**src/hdl/fsss_pkg.sv**
```systemverilog
`default_nettype none
// ----------------------------------------------------------------------------
// fsss_pkg
// Types, codes and the breeze speed table shared by the fan and swing
// sequencer.
// ----------------------------------------------------------------------------
package fsss_pkg;

  localparam int BREEZE_STEPS_DEF = 28;
  localparam int IN_TDATA_W       = 40;
  localparam int OUT_TDATA_W      = 24;
  localparam int CFG_ADDR_W       = 3;

  localparam logic [1:0] MS_NONE    = 2'd0;
  localparam logic [1:0] MS_WORKING = 2'd1;
  localparam logic [1:0] MS_OTHER   = 2'd2;

  localparam logic [1:0] MODE_SLEEP  = 2'd0;
  localparam logic [1:0] MODE_NATURE = 2'd1;
  localparam logic [1:0] MODE_MAX    = 2'd2;
  localparam logic [1:0] MODE_NORMAL = 2'd3;

  localparam logic [1:0] CMD_RUN    = 2'd0;
  localparam logic [1:0] CMD_RESET  = 2'd1;
  localparam logic [1:0] CMD_MIDDLE = 2'd2;

  localparam logic REG_FIRST_RUN = 1'b0;
  localparam logic REG_DWELL     = 1'b1;

  localparam logic [7:0] FIRST_RUN_RESET = 8'd30;
  localparam logic [3:0] DWELL_RESET     = 4'd3;

  localparam logic [2:0] SPEED_OFF   = 3'd0;
  localparam logic [2:0] SPEED_FLOOR = 3'd3;
  localparam logic [2:0] SPEED_MAX   = 3'd7;

  // Input item, last field in the lowest bits
  typedef struct packed {
    logic [4:0] vert_motor_status;
    logic [4:0] horiz_motor_status;
    logic [1:0] vert_span_select;
    logic [1:0] horiz_span_select;
    logic       vert_swing_on;
    logic       horiz_swing_on;
    logic [2:0] manual_speed;
    logic       second_tick;
    logic [7:0] sleep_half_hours;
    logic [1:0] fan_mode;
    logic       start_timer_pending;
    logic [1:0] machine_state;
  } fsss_in_t;

  // Per-axis result after this tick's update
  typedef struct packed {
    logic [2:0] span_code;
    logic       enable;
    logic [3:0] roll;
    logic [1:0] command;
  } axis_res_t;

  typedef struct packed {
    axis_res_t  vert;
    axis_res_t  horiz;
    logic [2:0] fan_speed;
  } fsss_out_t;

  function automatic logic [2:0] breeze_level(input logic [4:0] step);
    logic [2:0] lvl;
    unique case (step)
      5'd0, 5'd1, 5'd9, 5'd10, 5'd11, 5'd12, 5'd21, 5'd22: lvl = 3'd7;
      5'd4, 5'd5, 5'd15, 5'd16, 5'd19, 5'd20:               lvl = 3'd3;
      5'd6, 5'd23:                                          lvl = 3'd1;
      default:                                              lvl = 3'd5;
    endcase
    return lvl;
  endfunction

endpackage
`default_nettype wire

```
**src/hdl/fan_speed_and_swing_sequencer_unit.sv**
```systemverilog
`default_nettype none
// ----------------------------------------------------------------------------
// fan_speed_and_swing_sequencer_unit
// Per-tick fan speed selection and two-axis swing handshake.
// ----------------------------------------------------------------------------
// One input transfer per 100 ms tick yields one result transfer. The whole
// update is a single pass of shallow logic from the held state and the input
// word into the state registers and the result register, so a transfer is
// taken every cycle and its result appears in the next cycle; the result
// register is reloaded in the same cycle that its contents are taken, and the
// input stalls only while a result waits with out_tready low. Configuration,
// at APB byte addresses 0 (first_run_ticks) and 4 (nature_dwell_seconds), is
// to be written only while the unit is idle; the block does not enforce this.
module fan_speed_and_swing_sequencer_unit
  import fsss_pkg::*;
#(
  parameter int BREEZE_STEPS = BREEZE_STEPS_DEF
) (
  input  wire logic                   clk,
  input  wire logic                   rst_n,
  input  wire logic                   in_tvalid,
  output      logic                   in_tready,
  // machine_state[1:0], start_timer_pending[2], fan_mode[4:3],
  // sleep_half_hours[12:5], second_tick[13], manual_speed[16:14],
  // horiz_swing_on[17], vert_swing_on[18], horiz_span_select[20:19],
  // vert_span_select[22:21], horiz_motor_status[27:23],
  // vert_motor_status[32:28], zero[39:33]
  input  wire logic [IN_TDATA_W-1:0]  in_tdata,
  output      logic                   out_tvalid,
  input  wire logic                   out_tready,
  // fan_speed[2:0], horiz_command[4:3], horiz_roll[8:5], horiz_enable[9],
  // horiz_span_code[12:10], vert_command[14:13], vert_roll[18:15],
  // vert_enable[19], vert_span_code[22:20], zero[23]
  output      logic [OUT_TDATA_W-1:0] out_tdata,
  input  wire logic                   cfg_psel,
  input  wire logic                   cfg_penable,
  input  wire logic                   cfg_pwrite,
  input  wire logic [CFG_ADDR_W-1:0]  cfg_paddr,
  input  wire logic [31:0]            cfg_pwdata,
  output      logic [31:0]            cfg_prdata,
  output      logic                   cfg_pready
);

  fsss_in_t  item;
  fsss_out_t res;
  logic      fire;
  logic      working;

  logic [7:0] first_run_r;
  logic [3:0] dwell_r;

  logic [3:0] bcount_r, bcount_nxt;
  logic [4:0] bstep_r, bstep_nxt;
  logic [7:0] run_r, run_nxt;
  logic [2:0] speed_r, speed_nxt;

  logic       out_valid_r;
  logic [OUT_TDATA_W-1:0] out_data_r;

  logic [4:0] sec_sum;
  logic [5:0] step_sum;

  assign item      = in_tdata[$bits(fsss_in_t)-1:0];
  assign in_tready = !out_valid_r || out_tready;
  assign fire      = in_tvalid && in_tready;
  assign working   = (item.machine_state == MS_WORKING) && !item.start_timer_pending;

  // configuration registers
  assign cfg_pready = 1'b1;

  always_ff @(posedge clk) begin
    if (!rst_n) begin
      first_run_r <= FIRST_RUN_RESET;
      dwell_r     <= DWELL_RESET;
    end else if (cfg_psel && cfg_penable && cfg_pwrite) begin
      unique case (cfg_paddr[2])
        REG_FIRST_RUN: first_run_r <= cfg_pwdata[7:0];
        REG_DWELL:     dwell_r     <= cfg_pwdata[3:0];
        default:       ;
      endcase
    end
  end

  always_comb begin
    unique case (cfg_paddr[2])
      REG_FIRST_RUN: cfg_prdata = {24'd0, first_run_r};
      REG_DWELL:     cfg_prdata = {28'd0, dwell_r};
      default:       cfg_prdata = 32'd0;
    endcase
  end

  // fan speed selection
  assign sec_sum  = {1'b0, bcount_r} + 5'd1;
  assign step_sum = {1'b0, bstep_r} + 6'd1;

  always_comb begin
    bcount_nxt = bcount_r;
    bstep_nxt  = bstep_r;
    run_nxt    = run_r;
    speed_nxt  = speed_r;
    if (working) begin
      unique case (item.fan_mode)
        MODE_SLEEP: begin
          priority if (item.sleep_half_hours == 8'd0) speed_nxt = 3'd3;
          else if (item.sleep_half_hours <= 8'd3)     speed_nxt = 3'd2;
          else                                        speed_nxt = 3'd1;
        end
        MODE_NATURE: begin
          if (item.second_tick) begin
            if (sec_sum >= {1'b0, dwell_r}) begin
              bcount_nxt = 4'd0;
              bstep_nxt  = (step_sum >= 6'(BREEZE_STEPS)) ? 5'd0 : step_sum[4:0];
            end else begin
              bcount_nxt = sec_sum[3:0];
            end
          end
          speed_nxt = breeze_level(bstep_nxt);
        end
        MODE_MAX: speed_nxt = SPEED_MAX;
        MODE_NORMAL: begin
          // hold at least the floor level during the first-run window
          if (run_r < first_run_r) begin
            if (speed_r <= SPEED_FLOOR) speed_nxt = SPEED_FLOOR;
          end else begin
            speed_nxt = item.manual_speed;
          end
        end
        default: ;
      endcase
      if (run_r != 8'hff) run_nxt = run_r + 8'd1;
    end else begin
      speed_nxt  = SPEED_OFF;
      run_nxt    = 8'd0;
      bcount_nxt = 4'd0;
      bstep_nxt  = 5'd0;
    end
    if (item.fan_mode != MODE_NATURE) begin
      bcount_nxt = 4'd0;
      bstep_nxt  = 5'd0;
    end
  end

  always_ff @(posedge clk) begin
    if (!rst_n) begin
      bcount_r <= 4'd0;
      bstep_r  <= 5'd0;
      run_r    <= 8'd0;
      speed_r  <= SPEED_OFF;
    end else if (fire) begin
      bcount_r <= bcount_nxt;
      bstep_r  <= bstep_nxt;
      run_r    <= run_nxt;
      speed_r  <= speed_nxt;
    end
  end

  fsss_axis u_horiz (
    .clk         (clk),
    .rst_n       (rst_n),
    .advance     (fire),
    .active      (working && item.horiz_swing_on),
    .mstate_none (item.machine_state == MS_NONE),
    .status      (item.horiz_motor_status),
    .span_sel    (item.horiz_span_select),
    .res         (res.horiz)
  );

  fsss_axis u_vert (
    .clk         (clk),
    .rst_n       (rst_n),
    .advance     (fire),
    .active      (working && item.vert_swing_on),
    .mstate_none (item.machine_state == MS_NONE),
    .status      (item.vert_motor_status),
    .span_sel    (item.vert_span_select),
    .res         (res.vert)
  );

  assign res.fan_speed = speed_nxt;

  // result register
  always_ff @(posedge clk) begin
    if (!rst_n) begin
      out_valid_r <= 1'b0;
    end else if (fire) begin
      out_valid_r <= 1'b1;
    end else if (out_tready) begin
      out_valid_r <= 1'b0;
    end
  end

  always_ff @(posedge clk) begin
    if (fire) begin
      out_data_r <= {{(OUT_TDATA_W-$bits(fsss_out_t)){1'b0}}, res};
    end
  end

  assign out_tvalid = out_valid_r;
  assign out_tdata  = out_data_r;

endmodule
`default_nettype wire

```
**src/hdl/fsss_axis.sv**
```systemverilog
`default_nettype none
// ----------------------------------------------------------------------------
// fsss_axis
// One swing axis: roll-code reset handshake with the motor, command and span.
// ----------------------------------------------------------------------------
module fsss_axis
  import fsss_pkg::*;
(
  input  wire logic       clk,
  input  wire logic       rst_n,
  input  wire logic       advance,
  input  wire logic       active,
  input  wire logic       mstate_none,
  input  wire logic [4:0] status,
  input  wire logic [1:0] span_sel,
  output axis_res_t       res
);

  logic [7:0] req_r, req_nxt;
  logic [7:0] srv_r, srv_nxt;
  logic [3:0] roll_r, roll_nxt;
  logic [1:0] cmd_r, cmd_nxt;
  logic [2:0] span_r, span_nxt;

  logic       done;
  logic [3:0] ack;

  assign done = status[4];
  assign ack  = status[3:0];

  always_comb begin
    req_nxt  = req_r;
    srv_nxt  = srv_r;
    roll_nxt = roll_r;
    cmd_nxt  = cmd_r;
    span_nxt = span_r;
    if (active) begin
      priority if (srv_r != req_r) begin
        // new reset request: bump the roll code and park the span
        srv_nxt  = req_r;
        cmd_nxt  = CMD_RESET;
        roll_nxt = roll_r + 4'd1;
        span_nxt = 3'd0;
      end else if (done && ack == roll_r) begin
        span_nxt = {1'b0, span_sel} + 3'd1;
        cmd_nxt  = CMD_RUN;
      end else begin
        // hold command and span until the motor finishes its reset
      end
    end else begin
      if (done && mstate_none) begin
        cmd_nxt = CMD_MIDDLE;
      end
      if (roll_r != ack) begin
        req_nxt = req_r + 8'd1;
      end
    end
  end

  always_ff @(posedge clk) begin
    if (!rst_n) begin
      req_r  <= 8'd0;
      srv_r  <= 8'hff;
      roll_r <= 4'd0;
      cmd_r  <= CMD_RUN;
      span_r <= 3'd0;
    end else if (advance) begin
      req_r  <= req_nxt;
      srv_r  <= srv_nxt;
      roll_r <= roll_nxt;
      cmd_r  <= cmd_nxt;
      span_r <= span_nxt;
    end
  end

  assign res.command   = cmd_nxt;
  assign res.roll      = roll_nxt;
  assign res.enable    = active;
  assign res.span_code = span_nxt;

endmodule
`default_nettype wire

```
**config.mk**
```make
export PLATFORM = sky130hd
export DESIGN_NAME = fan_speed_and_swing_sequencer_unit
export DESIGN_NICKNAME = d
export VERILOG_FILES = /design/src/hdl/fsss_pkg.sv /design/src/hdl/fan_speed_and_swing_sequencer_unit.sv /design/src/hdl/fsss_axis.sv
export SDC_FILE = /design/constraint.sdc
export NUM_CORES = 1
export LEC_CHECK = 0
export BUFFER_PORTS_ARGS = -buffer_cell sky130_fd_sc_hd__buf_2
export CAP_MARGIN = 30
export CORE_ASPECT_RATIO = 1.1
export CORE_MARGIN = 4
export CORE_UTILIZATION = 55
export CTS_BUF_LIST = sky130_fd_sc_hd__clkbuf_2 sky130_fd_sc_hd__clkbuf_4 sky130_fd_sc_hd__clkbuf_8
export DETAILED_ROUTE_END_ITERATION = 6
export GPL_ROUTABILITY_DRIVEN = 1
export PLACE_DENSITY = 0.82
export SLEW_MARGIN = 20
export SYNTH_ARGS = -nofsm -noshare
export SYNTH_HDL_FRONTEND = slang
export SYNTH_SLANG_ARGS = --single-unit
```
**constraint.sdc**
```tcl
create_clock -name clk -period 4.2 [get_ports clk]
set_clock_uncertainty 0.2 [all_clocks]
set_input_delay 0.42 -clock clk [delete_from_list [all_inputs] [get_ports clk]]
set_output_delay 0.42 -clock clk [all_outputs]
set_load 0.02 [all_outputs]
```
After elaboration in Yosys (flattened, before gate mapping)
Memories as Yosys holds them, arrays and structs flattened.
Cells that the tools add are included.

operators by class
  $add $sub $neg = 9
  order comparisons = 5
  mux-type cells = 42
  reduce and logical (&&, ||, !) cells = 26
  equal/unequal tests = 15
  bitwise gates (word level) = 3

operator list
  cell                 number
  $pmux 32 s2          1
  $mux 5               8
  $mux 4               9
  $mux 3               9
  $add 8x1->8 const B  3
  $mux 2               10
  $mux 8               2
  $ne 8x8->1           2
  $reduce_and 3->1     5
  $pmux 3 s4           1
  $logic_and 1x1->1    10
  $add 4x1->4 const B  2
  $eq 4x4->1           2
  $le 8x2->1 const B   1
  $logic_not 8->1      1
  $lt 8x8->1           1
  $ne 4x4->1           2
  $ne 8x8->1 const B   1
  $reduce_and 2->1     4
  $add 2x1->3 const B  2
  $add 5x1->6 const B  1
  $ge 6x5->1 const B   1
  $add 4x1->5 const B  1
  $ge 5x4->1           1
  other kinds (12)     20

storage, ports and cells
  bits in read-only memories = 64
  memories = 1
  bits of input ports = 82
  bits in registers = 106
  output and inout port bits = 59
  word-level logic and storage cells = 119

memories
  memory           words  width  rd ports  clocked after memory_dff  wr ports  RTL line        RTL
  (no name shown)  32     2      1         0                         0         fsss_pkg.sv:69  unique case (step)

Depth between registers and ports, before layout
  depth in word-level cells = 10
  gate-level depth with buffers = 14

Modules after synthesis
A second synthesis with hierarchy kept.

unflattened totals
  cells, all modules = 650
  area, all modules = 5,988.2 µm²

modules (own cells, without submodules)
  module                              area each (µm²)  sequential area each (µm²)  cells each  times used
  fan_speed_and_swing_sequencer_unit  3,208.1          1,351.3                     336         1
  fsss_axis                           1,390.1          500.5                       157         2

Worst setup path before layout
No wires, ideal clock.

  kind = reg-to-reg
  from = reg bcount_r[0]
  to = reg speed_r[2]
  data arrival time = 2,808 ps
  period minus slack after synthesis = 3,123 ps
  path buffers = 0
  path slack = 1,077 ps
  library setup time = 115 ps
  cell stages (with the launch flop) = 13
  cells stage by stage = dfxtp_1 -> ha_1 -> xor2_1 -> ha_1 -> nand2_1 -> o21a_4 -> o21ai_4 -> nand2_1 -> mux2_2 -> ha_1 -> o31a_1 -> a32o_2 -> o21ba_1

RTL lines
  element                 RTL line                                   RTL
  from (decl)             fan_speed_and_swing_sequencer_unit.sv:52   logic [3:0] bcount_r, bcount_nxt;
  from (signal assigned)  fan_speed_and_swing_sequencer_unit.sv:150  bcount_r <= bcount_nxt;
  to (signal assigned)    fan_speed_and_swing_sequencer_unit.sv:153  speed_r <= speed_nxt;
  to (decl)               fan_speed_and_swing_sequencer_unit.sv:55   logic [2:0] speed_r, speed_nxt;

==> results.ini <==
[yosys]
syn_area_mm2=0.00570
ys_async_sr_fraction=0
synth_edf_count=23
syn_inst=607
synth-main-ff-cell=dfxtp_1
synth_seq_area_share=0.412
ys_seq_elements=106
yosysWarnings=0
avgSynthCellArea_um2=9.40
ys_types=65

[finish]
syn_to_final_growth_pct=11.1
seq_area_mm2=0.00235
n_antenna_cell=0
final_cells=804
nNetsFinal=784
final_common_cell=nand2_1
drive_gt1_frac=0.181
multi_input_area_mm2=0.00308
fillCellCount=798
most-common-layout-cells=nand2_1, dfxtp_1, buf_2, xor2_1, and2_1

[clock_network]
hold_buffers=0
h-tree-depth=3
cts_tree=yes
cts.clk_slew.worst_paths_ps=110
cts.sinks=106
cts_root_buf=clkbuf_8
cts_resized=0
clk_latency_ps=370
clk_path_buf_depth=2
post_cts_buffers=0
cts_made_buffers=9

[power_and_ir_drop]
vdd_ir_drop_max_mv=0.173
leakage_nw=2.85
power_density_mw_per_mm2=317

[setup_path]
crit_required_ps=4260
end_kind=flop
startpoint_type=flop
crit_type=reg -> reg
critPathMaxFanout=8
arrival_ps=3430

[floorplanning]
rows=38
dieArea_mm2=0.0121
ios=141
core_mm2=0.00998
start_util=0.571
die_w_um=105
die_y_um=115

[sta]
rsz0062_at_grt=no
post-route-min-period_ps=3360
tightest_slew_ps=688
worst_slew_margin_rel=0.540
fmax_mhz=298
setup_viol=0
slew_viol_final=0
finalHoldViolations=0
fin_crit_sh=0.800
setup_tns_ps=0

[global_route]
grt_pass1_vias=4233
gr-usage-all-layers=0.190
antenna_found_initial=0
gr-total-overflow=0
grt_pass1_wl_mm=19.1
grt_max_degree=63

[drt]
drtIter0Drc=229
first_pass_iters=4
ant_nets=0
drc=0
viasPerCell=5.41
wl_per_cell_um=14.2
dr_total_vias=4353
routed_wl_mm=11.4

[place]
hpwlAfterDp_mm=8.46
portBuffers=81
dp.cells=787
gp_congestion=0.860

[run]
drv_cap=0

[worst_hold_path]
hold_class=in -> reg

[run_status]
outcome=finished clean

report_power, final:
| part | switching, mW | internal [mW] | total [mW] |
|---|---|---|---|
| Clock | 0.366 | 0.348 | 0.715 |
| Sequential | 0.0185 | 1.07 | 1.09 |
| Combinational | 0.133 | 0.0733 | 0.207 |
| Total | 0.518 | 1.49 | 2.01 |
state kept, by name (all words and copies together) (netlist names), 5 cells and up:
name,count
bstep_r,5
u_vert.srv_r,8
u_vert.req_r,8
out_tdata,23
first_run_r,8
u_horiz.srv_r,8
u_horiz.req_r,8
run_r,8
path summary, 6_finish.rpt:
kind                                     from              to  slack (ps)  cells after the start
worst max-delay path              bcount_r[0]      speed_r[2]         840                     11
worst max register to register    bcount_r[0]      speed_r[2]         840                     11
worst min-delay path            cfg_pwdata[4]  first_run_r[4]          80                      3
worst min register to register     speed_r[1]      speed_r[1]         270                      2
worst max-delay path, cell delays in order, from the launching register on:
cell     delay [ps]
dfxtp_1         370
ha_1            270
xor2_1          160
ha_1            300
nand2_1          70
o21a_4          210
o21ai_4         280
mux2i_1         380
ha_1            310
o31a_1          310
a32o_2          240
o21ba_1         160
synth_stat cells (6+ instances only):
library cell,n,share of area
o21ai_0,14,0.012
buf_2,6,0.0053
inv_1,18,0.012
a21oi_1,11,0.0097
nor4_1,6,0.0066
ha_1,23,0.050
nand2_1,86,0.057
mux2i_1,30,0.053
a21boi_0,13,0.017
and2_1,31,0.034
clkbuf_1,16,0.011
edfxtp_1,23,0.12
buf_4,26,0.034
xnor2_1,23,0.035
nor2b_1,14,0.015
nand3_1,24,0.021
nand4_1,11,0.012
dfxtp_1,83,0.29
nor2_1,29,0.019
xor2_1,37,0.057
per-stage QoR:
stage / util / hold slack, ps / setup WS [ps] / area (µm²) / power, mW
floorplan: - / 232 / 1080 / 5790 / 1.26
global placement: 0.609 / 242 / 943 / 6080 / 1.31
detailed placement: 0.609 / 253 / 871 / 6080 / 1.32
CTS: 0.633 / 64.5 / 845 / 6320 / 2.02
global route: 0.635 / 90.0 / 634 / 6340 / 2.10
finish: 0.635 / 76.2 / 839 / 6340 / 2.01
cell families after synthesis:
kind of cell,after synthesis,share of synthesized area
multiplexers,33,0.0592
flip-flops,106,0.412
AND/OR/NAND/NOR,234,0.211
other,2,0.00132
AO/OA/AOI/OAI,82,0.109
XOR/XNOR,60,0.0921
buffers and inverters,67,0.0638
adder cells (fa/ha/maj),23,0.0505
routing by layer:
metal	part of all wire	track usage	routed length (µm)
met1	0.43	0.234	4940
met2	0.51	0.340	5820
met3	0.045	0.0185	514
met4	0.012	0.0814	142
met5	0	0	0
layout make-up:
| cell class | count | area share |
|---|---|---|
| clock buffer | 9 | 0.0195 |
| clock inverter | 7 | 0.0172 |
| inverter | 18 | 0.0107 |
| multi-input combinational | 458 | 0.486 |
| sequential | 106 | 0.371 |
| tap | 120 | 0.0237 |
| timing repair buffer | 86 | 0.0719 |
Power figures use the tool's default switching activity.
